===== src/sv/urwd_pkg.sv =====
// Shared constants and types for the unlocked register write decoder.
// Holds the unlock sequence, the register address map and the decode result struct.
// No dependencies.
`timescale 1ns / 1ps

package urwd_pkg;

  localparam int unsigned ADDR_W    = 28;
  localparam int unsigned DATA_W    = 16;
  localparam int unsigned STEP_W    = 3;
  localparam int unsigned NUM_REGS  = 12;
  localparam int unsigned IDX_W     = 4;

  // Step counts at which the bank is locked and unlocked.
  localparam logic [STEP_W-1:0] STEP_LOCKED   = 3'd0;
  localparam logic [STEP_W-1:0] STEP_UNLOCKED = 3'd4;

  // Lock command: this data at this address relocks the bank.
  localparam logic [ADDR_W-1:0] LOCK_ADDR = 28'h9FC0000;
  localparam logic [DATA_W-1:0] LOCK_DATA = 16'h1500;

  // Unlock sequence, one address and data word per step.
  localparam logic [ADDR_W-1:0] SEQ_ADDR [4] = '{
    28'h9FE0000, 28'h8000000, 28'h8020000, 28'h8040000
  };
  localparam logic [DATA_W-1:0] SEQ_DATA [4] = '{
    16'hD200, 16'h1500, 16'hD200, 16'h1500
  };

  // Control register indexes.
  typedef enum logic [IDX_W-1:0] {
    REG_SD_CTRL    = 4'd0,
    REG_BUF_CTRL   = 4'd1,
    REG_SECTOR_LO  = 4'd2,
    REG_SECTOR_HI  = 4'd3,
    REG_SD_BLOCK   = 4'd4,
    REG_SPI        = 4'd5,
    REG_SPI_WRITE  = 4'd6,
    REG_RTC        = 4'd7,
    REG_AUTOSAVE   = 4'd8,
    REG_PSRAM_PAGE = 4'd9,
    REG_ROM_PAGE   = 4'd10,
    REG_RAM_PAGE   = 4'd11
  } urwd_reg_idx_t;

  // Bus address of each control register, in index order.
  localparam logic [ADDR_W-1:0] REG_ADDR [NUM_REGS] = '{
    28'h9400000, 28'h9420000, 28'h9600000, 28'h9620000,
    28'h9640000, 28'h9660000, 28'h9680000, 28'h96A0000,
    28'h96C0000, 28'h9860000, 28'h9880000, 28'h9C00000
  };

  // Whole register bank as one packed word.
  typedef logic [NUM_REGS-1:0][DATA_W-1:0] urwd_bank_t;

  // Decode outcome of one bus write.
  typedef struct packed {
    logic [STEP_W-1:0] step_nxt;
    logic              wr_en;
    logic [IDX_W-1:0]  wr_idx;
  } urwd_dec_t;

endpackage


===== src/sv/urwd_seq.sv =====
// Unlock sequence tracker and register address decoder.
// Depends on urwd_pkg for the sequence, the address map and the decode struct.
`timescale 1ns / 1ps

module urwd_seq
  import urwd_pkg::*;
(
  input  logic              clk,
  input  logic              rst_n,
  input  logic              fire,
  input  logic [ADDR_W-1:0] addr,
  input  logic [DATA_W-1:0] data,
  output urwd_dec_t         dec
);

  logic [STEP_W-1:0] step_r;
  logic [STEP_W-1:0] step_nxt;
  logic              unlocked;
  logic [1:0]        s;
  logic              hit;
  logic [IDX_W-1:0]  hit_idx;

  assign unlocked = (step_r >= STEP_UNLOCKED);
  assign s        = step_r[1:0];

  // Match the address against the register map; addresses are distinct.
  always_comb begin
    hit     = 1'b0;
    hit_idx = '0;
    for (int i = NUM_REGS - 1; i >= 0; i--) begin
      if (addr == REG_ADDR[i]) begin
        hit     = 1'b1;
        hit_idx = IDX_W'(i);
      end
    end
  end

  // Next sequence step and register write decision.
  always_comb begin
    step_nxt = step_r;
    dec.wr_en  = 1'b0;
    dec.wr_idx = '0;
    if (unlocked) begin
      if (addr == LOCK_ADDR && data == LOCK_DATA) begin
        step_nxt = STEP_LOCKED;
      end else if (hit) begin
        dec.wr_en  = 1'b1;
        dec.wr_idx = hit_idx;
      end
    end else begin
      if (addr == SEQ_ADDR[s] && data == SEQ_DATA[s]) begin
        step_nxt = {1'b0, s} + STEP_W'(1);
      end else if (addr == SEQ_ADDR[0] && data == SEQ_DATA[0]) begin
        step_nxt = STEP_W'(1);
      end else begin
        step_nxt = STEP_LOCKED;
      end
    end
    dec.step_nxt = step_nxt;
  end

  // Step register takes the next step once per decoded beat.
  always_ff @(posedge clk) begin
    if (!rst_n) begin
      step_r <= STEP_LOCKED;
    end else if (fire) begin
      step_r <= step_nxt;
    end
  end

  // The step never passes the unlocked count.
  a_step_range: assert property (@(posedge clk) disable iff (!rst_n)
    step_r <= STEP_UNLOCKED)
    else $error("sequence step out of range");

  // A register write is only decoded while unlocked, and it keeps the bank unlocked.
  a_write_unlocked: assert property (@(posedge clk) disable iff (!rst_n)
    dec.wr_en |-> (unlocked && dec.step_nxt == STEP_UNLOCKED))
    else $error("register write decoded while locked");

  // While locked, a beat moves the step by at most one.
  a_step_advance: assert property (@(posedge clk) disable iff (!rst_n)
    (fire && !unlocked) |=> (step_r <= $past(step_r) + STEP_W'(1)))
    else $error("sequence step skipped ahead");

endmodule


===== src/sv/urwd_regbank.sv =====
// Bank of twelve 16-bit control registers written by decoded bus beats.
// Depends on urwd_pkg for the bank type and the decode struct.
`timescale 1ns / 1ps

module urwd_regbank
  import urwd_pkg::*;
(
  input  logic              clk,
  input  logic              rst_n,
  input  logic              fire,
  input  urwd_dec_t         dec,
  input  logic [DATA_W-1:0] data,
  output urwd_bank_t        bank_nxt
);

  urwd_bank_t regs_r;

  // Contents after the current beat: the written entry takes the bus data.
  always_comb begin
    for (int i = 0; i < NUM_REGS; i++) begin
      if (dec.wr_en && dec.wr_idx == IDX_W'(i)) begin
        bank_nxt[i] = data;
      end else begin
        bank_nxt[i] = regs_r[i];
      end
    end
  end

  always_ff @(posedge clk) begin
    if (!rst_n) begin
      regs_r <= '0;
    end else if (fire) begin
      regs_r <= bank_nxt;
    end
  end

  // A latched write lands in the addressed register.
  a_write_lands: assert property (@(posedge clk) disable iff (!rst_n)
    (fire && dec.wr_en) |=> (regs_r[$past(dec.wr_idx)] == $past(data)))
    else $error("register write did not land");

endmodule


===== src/sv/unlocked_register_write_decoder.sv =====
// Top level of the unlocked register write decoder.
// Depends on urwd_pkg, urwd_seq and urwd_regbank.
// Each bus write beat is taken into an input register, decoded against the
// unlock sequence and the register map combinationally, and its result is held in
// an output register. One beat is accepted per cycle while in_stall is low; a beat
// passes from acceptance through the input register and then the result register.
// in_stall rises only when both registers hold beats and the result is stalled.
// The bank resets locked with all twelve registers at zero.
`timescale 1ns / 1ps

module unlocked_register_write_decoder
  import urwd_pkg::*;
(
  input  logic              clk,
  input  logic              rst_n,
  input  logic              in_valid,
  output logic              in_stall,
  input  logic [ADDR_W-1:0] in_bus_address,
  input  logic [DATA_W-1:0] in_bus_data,
  output logic              out_valid,
  input  logic              out_stall,
  output logic [2:0]        out_unlock_progress,
  output logic              out_reg_written,
  output logic [3:0]        out_reg_index,
  output logic [15:0]       out_reg_value,
  output logic [15:0]       out_rom_page,
  output logic [15:0]       out_psram_page,
  output logic [15:0]       out_ram_page,
  output logic [31:0]       out_sd_sector,
  output logic [14:0]       out_sd_block_count,
  output logic              out_sd_write_dir,
  output logic [15:0]       out_sd_control,
  output logic [15:0]       out_buffer_control
);

  logic              s1_valid_r;
  logic [ADDR_W-1:0] s1_addr_r;
  logic [DATA_W-1:0] s1_data_r;
  logic              res_free;
  logic              fire;
  urwd_dec_t         dec;
  urwd_bank_t        bank_nxt;

  logic              out_valid_r;
  logic [2:0]        progress_r;
  logic              written_r;
  logic [3:0]        index_r;
  logic [15:0]       value_r;
  logic [15:0]       rom_page_r;
  logic [15:0]       psram_page_r;
  logic [15:0]       ram_page_r;
  logic [31:0]       sector_r;
  logic [15:0]       block_r;
  logic [15:0]       sd_ctrl_r;
  logic [15:0]       buf_ctrl_r;

  // Handshake: the result register frees when it is empty or taken.
  assign res_free = !out_valid_r || !out_stall;
  assign fire     = s1_valid_r && res_free;
  assign in_stall = s1_valid_r && !res_free;

  // Input register.
  always_ff @(posedge clk) begin
    if (!rst_n) begin
      s1_valid_r <= 1'b0;
    end else if (!in_stall) begin
      s1_valid_r <= in_valid;
    end
  end

  always_ff @(posedge clk) begin
    if (in_valid && !in_stall) begin
      s1_addr_r <= in_bus_address;
      s1_data_r <= in_bus_data;
    end
  end

  urwd_seq u_seq (
    .clk   (clk),
    .rst_n (rst_n),
    .fire  (fire),
    .addr  (s1_addr_r),
    .data  (s1_data_r),
    .dec   (dec)
  );

  urwd_regbank u_regbank (
    .clk      (clk),
    .rst_n    (rst_n),
    .fire     (fire),
    .dec      (dec),
    .data     (s1_data_r),
    .bank_nxt (bank_nxt)
  );

  // Result register valid.
  always_ff @(posedge clk) begin
    if (!rst_n) begin
      out_valid_r <= 1'b0;
    end else if (res_free) begin
      out_valid_r <= s1_valid_r;
    end
  end

  // Result payload captures the state after the beat.
  always_ff @(posedge clk) begin
    if (fire) begin
      progress_r   <= dec.step_nxt;
      written_r    <= dec.wr_en;
      index_r      <= dec.wr_en ? dec.wr_idx : '0;
      value_r      <= dec.wr_en ? s1_data_r : '0;
      rom_page_r   <= bank_nxt[REG_ROM_PAGE];
      psram_page_r <= bank_nxt[REG_PSRAM_PAGE];
      ram_page_r   <= bank_nxt[REG_RAM_PAGE];
      sector_r     <= {bank_nxt[REG_SECTOR_HI], bank_nxt[REG_SECTOR_LO]};
      block_r      <= bank_nxt[REG_SD_BLOCK];
      sd_ctrl_r    <= bank_nxt[REG_SD_CTRL];
      buf_ctrl_r   <= bank_nxt[REG_BUF_CTRL];
    end
  end

  assign out_valid           = out_valid_r;
  assign out_unlock_progress = progress_r;
  assign out_reg_written     = written_r;
  assign out_reg_index       = index_r;
  assign out_reg_value       = value_r;
  assign out_rom_page        = rom_page_r;
  assign out_psram_page      = psram_page_r;
  assign out_ram_page        = ram_page_r;
  assign out_sd_sector       = sector_r;
  assign out_sd_block_count  = block_r[14:0];
  assign out_sd_write_dir    = block_r[15];
  assign out_sd_control      = sd_ctrl_r;
  assign out_buffer_control  = buf_ctrl_r;

  // A beat without a latch reports a zero index and value.
  a_no_latch_zero: assert property (@(posedge clk) disable iff (!rst_n)
    (out_valid_r && !written_r) |-> (index_r == '0 && value_r == '0))
    else $error("index or value set without a latch");

  // A latch is only reported with the bank unlocked.
  a_latch_unlocked: assert property (@(posedge clk) disable iff (!rst_n)
    (out_valid_r && written_r) |-> (progress_r == STEP_UNLOCKED))
    else $error("latch reported while locked");

  // The input side only stalls while a result is held back.
  a_stall_cause: assert property (@(posedge clk) disable iff (!rst_n)
    in_stall |-> (out_valid_r && out_stall && s1_valid_r))
    else $error("input stalled without a held result");

endmodule


===== config.mk =====
export PLATFORM = sky130hd
export DESIGN_NAME = unlocked_register_write_decoder
export DESIGN_NICKNAME = d
export VERILOG_FILES = /design/src/sv/urwd_pkg.sv /design/src/sv/urwd_seq.sv /design/src/sv/urwd_regbank.sv /design/src/sv/unlocked_register_write_decoder.sv
export SDC_FILE = /design/constraint.sdc
export NUM_CORES = 1
export LEC_CHECK = 0
export ABC_CLOCK_PERIOD_IN_PS = 34600
export BUFFER_PORTS_ARGS = -buffer_cell sky130_fd_sc_hd__buf_2
export CAP_MARGIN = 20
export CORE_MARGIN = 5
export CORE_UTILIZATION = 30
export DETAILED_ROUTE_END_ITERATION = 16
export PLACE_DENSITY = 0.56
export SETUP_SLACK_MARGIN = 0.05
export SLEW_MARGIN = 5
export SYNTH_ARGS = -nofsm -noshare
export SYNTH_HDL_FRONTEND = slang
export SYNTH_HIERARCHICAL = 1
export SYNTH_SLANG_ARGS = --single-unit

===== constraint.sdc =====
create_clock -name clk -period 34.6 [get_ports clk]
set_input_delay 6.92 -clock clk [delete_from_list [all_inputs] [get_ports clk]]
set_output_delay 6.92 -clock clk [all_outputs]
set_load 0.01 [all_outputs]

==> results.json <==
{
  "rsz0062_at_grt": "false",
  "crit_type": "in2out",
  "post-route-util_pct": 36.9,
  "clock_sinks": 329,
  "final_nets": 1171,
  "cts_resized": 0,
  "hold_buffers": 0,
  "die_y_um": 219,
  "min_path_type": "reg2reg",
  "fin_crit_sh_pct": 41.4,
  "h-tree-depth": 2,
  "dp_slack_ns": 20.29,
  "use_met1_pct": 18.0,
  "place_congestion": 0.724,
  "synthCells": 951,
  "final_layout_size_suffix_gt1_share_pct": 36.7,
  "holdPathStages": 2,
  "overflow": 0,
  "setup_viol": 0,
  "area_delta_synth_final_pct": 21.4,
  "drtPass1Iterations": 4,
  "cp-end-kind": "output pin",
  "synthesis.nets": 1001,
  "synth_area_mm2": 0.0131,
  "reg2reg_depth": 9,
  "critPathMaxFanout": 3,
  "ant_nets": 0,
  "die_w_um": 219,
  "ioPinCount": 202,
  "met3_usage_pct": 3.66,
  "critPathLaunchType": "input port",
  "wl_per_cell_um": 18.4,
  "grt_max_degree": 153,
  "cts_tree": "yes",
  "grt_pass1_wl_um": 48500,
  "drv_slew": 0,
  "dieArea_mm2": 0.0481,
  "gr-usage-met2_pct": 20.4,
  "status": "finished clean",
  "ys_warn_count": 6,
  "p_leak_nw": 6.27,
  "reg2reg_slack_ns": 30.45,
  "p_total_uw": 876,
  "busiest_layer": "met2",
  "cap_violations": 0,
  "routed_wl_um": 31900,
  "worstReg2RegStart": "s1_data_r[1]",
  "post_cts_buffers": 0,
  "final.min_clock_period_ns": 14.31,
  "cts-buffers-inserted": 37,
  "ctsRootBufferMaster": "clkbuf_16",
  "cp.required_ns": 27.68,
  "clock_latency_ns": 0.54,
  "fmax_ghz": 0.0699,
  "num_rows": 76,
  "clk_pin_slew_ns": 0.05,
  "hold_viol": 0,
  "clock_skew_ns": 0.0160,
  "via_per_inst": 4.46,
  "slew_headroom_pct": 27.8,
  "grt_pass1_vias": 7982,
  "grt_antenna_before_repair": 0,
  "synth_area_per_cell_um2": 13.8,
  "worstReg2RegEnd": "out_buffer_control[12]",
  "place.detailed.hpwl_um": 21600,
  "cts.path.max_buffers": 3,
  "ir_drop_mv": 0.0334,
  "initial_core_util_pct": 30.4,
  "hold_end": "u_regbank/regs_r[60]",
  "p_per_area_mw_per_mm2": 55.0,
  "grt_usage_pct": 13.2,
  "worst_pin_slew_ns": 1.08,
  "arrival_ns": 7.39,
  "antenna_cells": 0,
  "setup_ws_ns": 20.29,
  "core_mm2": 0.0432,
  "finalSetupTns_ns": 0,
  "worst_hold_startpoint": "u_regbank/regs_r[60]",
  "portBuffers": 201,
  "vias": 7745,
  "drc": 0,
  "dr.first_iter.drc_count": 349
}
-- per-layer routing --
metal,wire [µm],vias to the layer above
li1,-,3735
met1,14800,3784
met2,14300,183
met3,2170,43
met4,667,0
met5,0,-
-- stage by stage --
step	hold slack (ns)	instances	cell area [µm²]
floorplan	0.432	951	13100
CTS	0.458	1734	15900
detailed placement	0.444	1666	14600
global route	0.472	1735	15900
global placement	0.439	1666	14600
finish	0.455	1735	15900
-- cell usage in the layout (no fill, tap or decap), types with 2 or more instances in the layout --
master     instances
a21oi_1            5
and2_1            20
and3_1             4
and4b_1            3
buf_2            200
buf_4             15
bufinv_16          5
clkbuf_1           7
clkbuf_16         39
clkbuf_8           5
clkinv_1           3
clkinv_2           6
dfxtp_1          133
edfxtp_1         196
ha_1               2
inv_1              5
inv_6              2
mux2_2           128
mux2i_1          128
nand2_1          152
nand2b_1           5
nand3_1            7
nand3b_1           3
nand4_1            3
nand4b_1           2
nand4b_2           2
nor2_1             8
nor2_2             5
nor2b_1            3
nor3_2             2
nor4_1             5
nor4_2             3
nor4b_1            3
o21ai_0            5
or4_1              3
xnor2_1            3
xor2_1             2
-- where the power goes --
part | switching, mW | total [mW] | internal, mW
clock | 0.156 | 0.411 | 0.255
sequential | 0.00848 | 0.435 | 0.426
combinational | 0.0207 | 0.0304 | 0.00975
total | 0.186 | 0.876 | 0.691
-- flip-flops by register name, indices dropped and copies added, names as in the netlist --
| signal | count |
|---|---|
| u_regbank/regs_r | 128 |
| out_sd_sector | 32 |
| s1_addr_r | 28 |
| block_r | 16 |
| out_buffer_control | 16 |
| out_psram_page | 16 |
| out_ram_page | 16 |
| out_reg_value | 16 |
| out_rom_page | 16 |
| out_sd_control | 16 |
| s1_data_r | 16 |
| out_reg_index | 4 |
| out_unlock_progress | 3 |
| u_seq/step_r | 3 |
| out_reg_written | 1 |
| out_valid | 1 |
| s1_valid_r | 1 |
-- how the worst max path moves through the flow --
stage                    from  depth (start not counted)  slack, ns                    to
global placement    out_stall                          3      20.29              in_stall
floorplan           out_stall                          6      13.57  u_regbank/regs_r[53]
finish              out_stall                          3      20.29              in_stall
detailed placement  out_stall                          3      20.29              in_stall
CTS                 out_stall                          3      20.29              in_stall
global route        out_stall                          3      20.27              in_stall
-- critical path, stage by stage --
cell and delay [ns]:
buf_2 0.12, and3_4 0.22, buf_2 0.13
-- area by class of cell --
cell class	instances	area, µm²
tap	585	732
fill	4224	27200
inverter	5	18.8
clock inverter	17	218
sequential	329	8550
timing repair buffer	217	1150
clock buffer	51	1070
multi-input combinational	531	4210
Note: power is estimated with default switching activity, not from simulation.
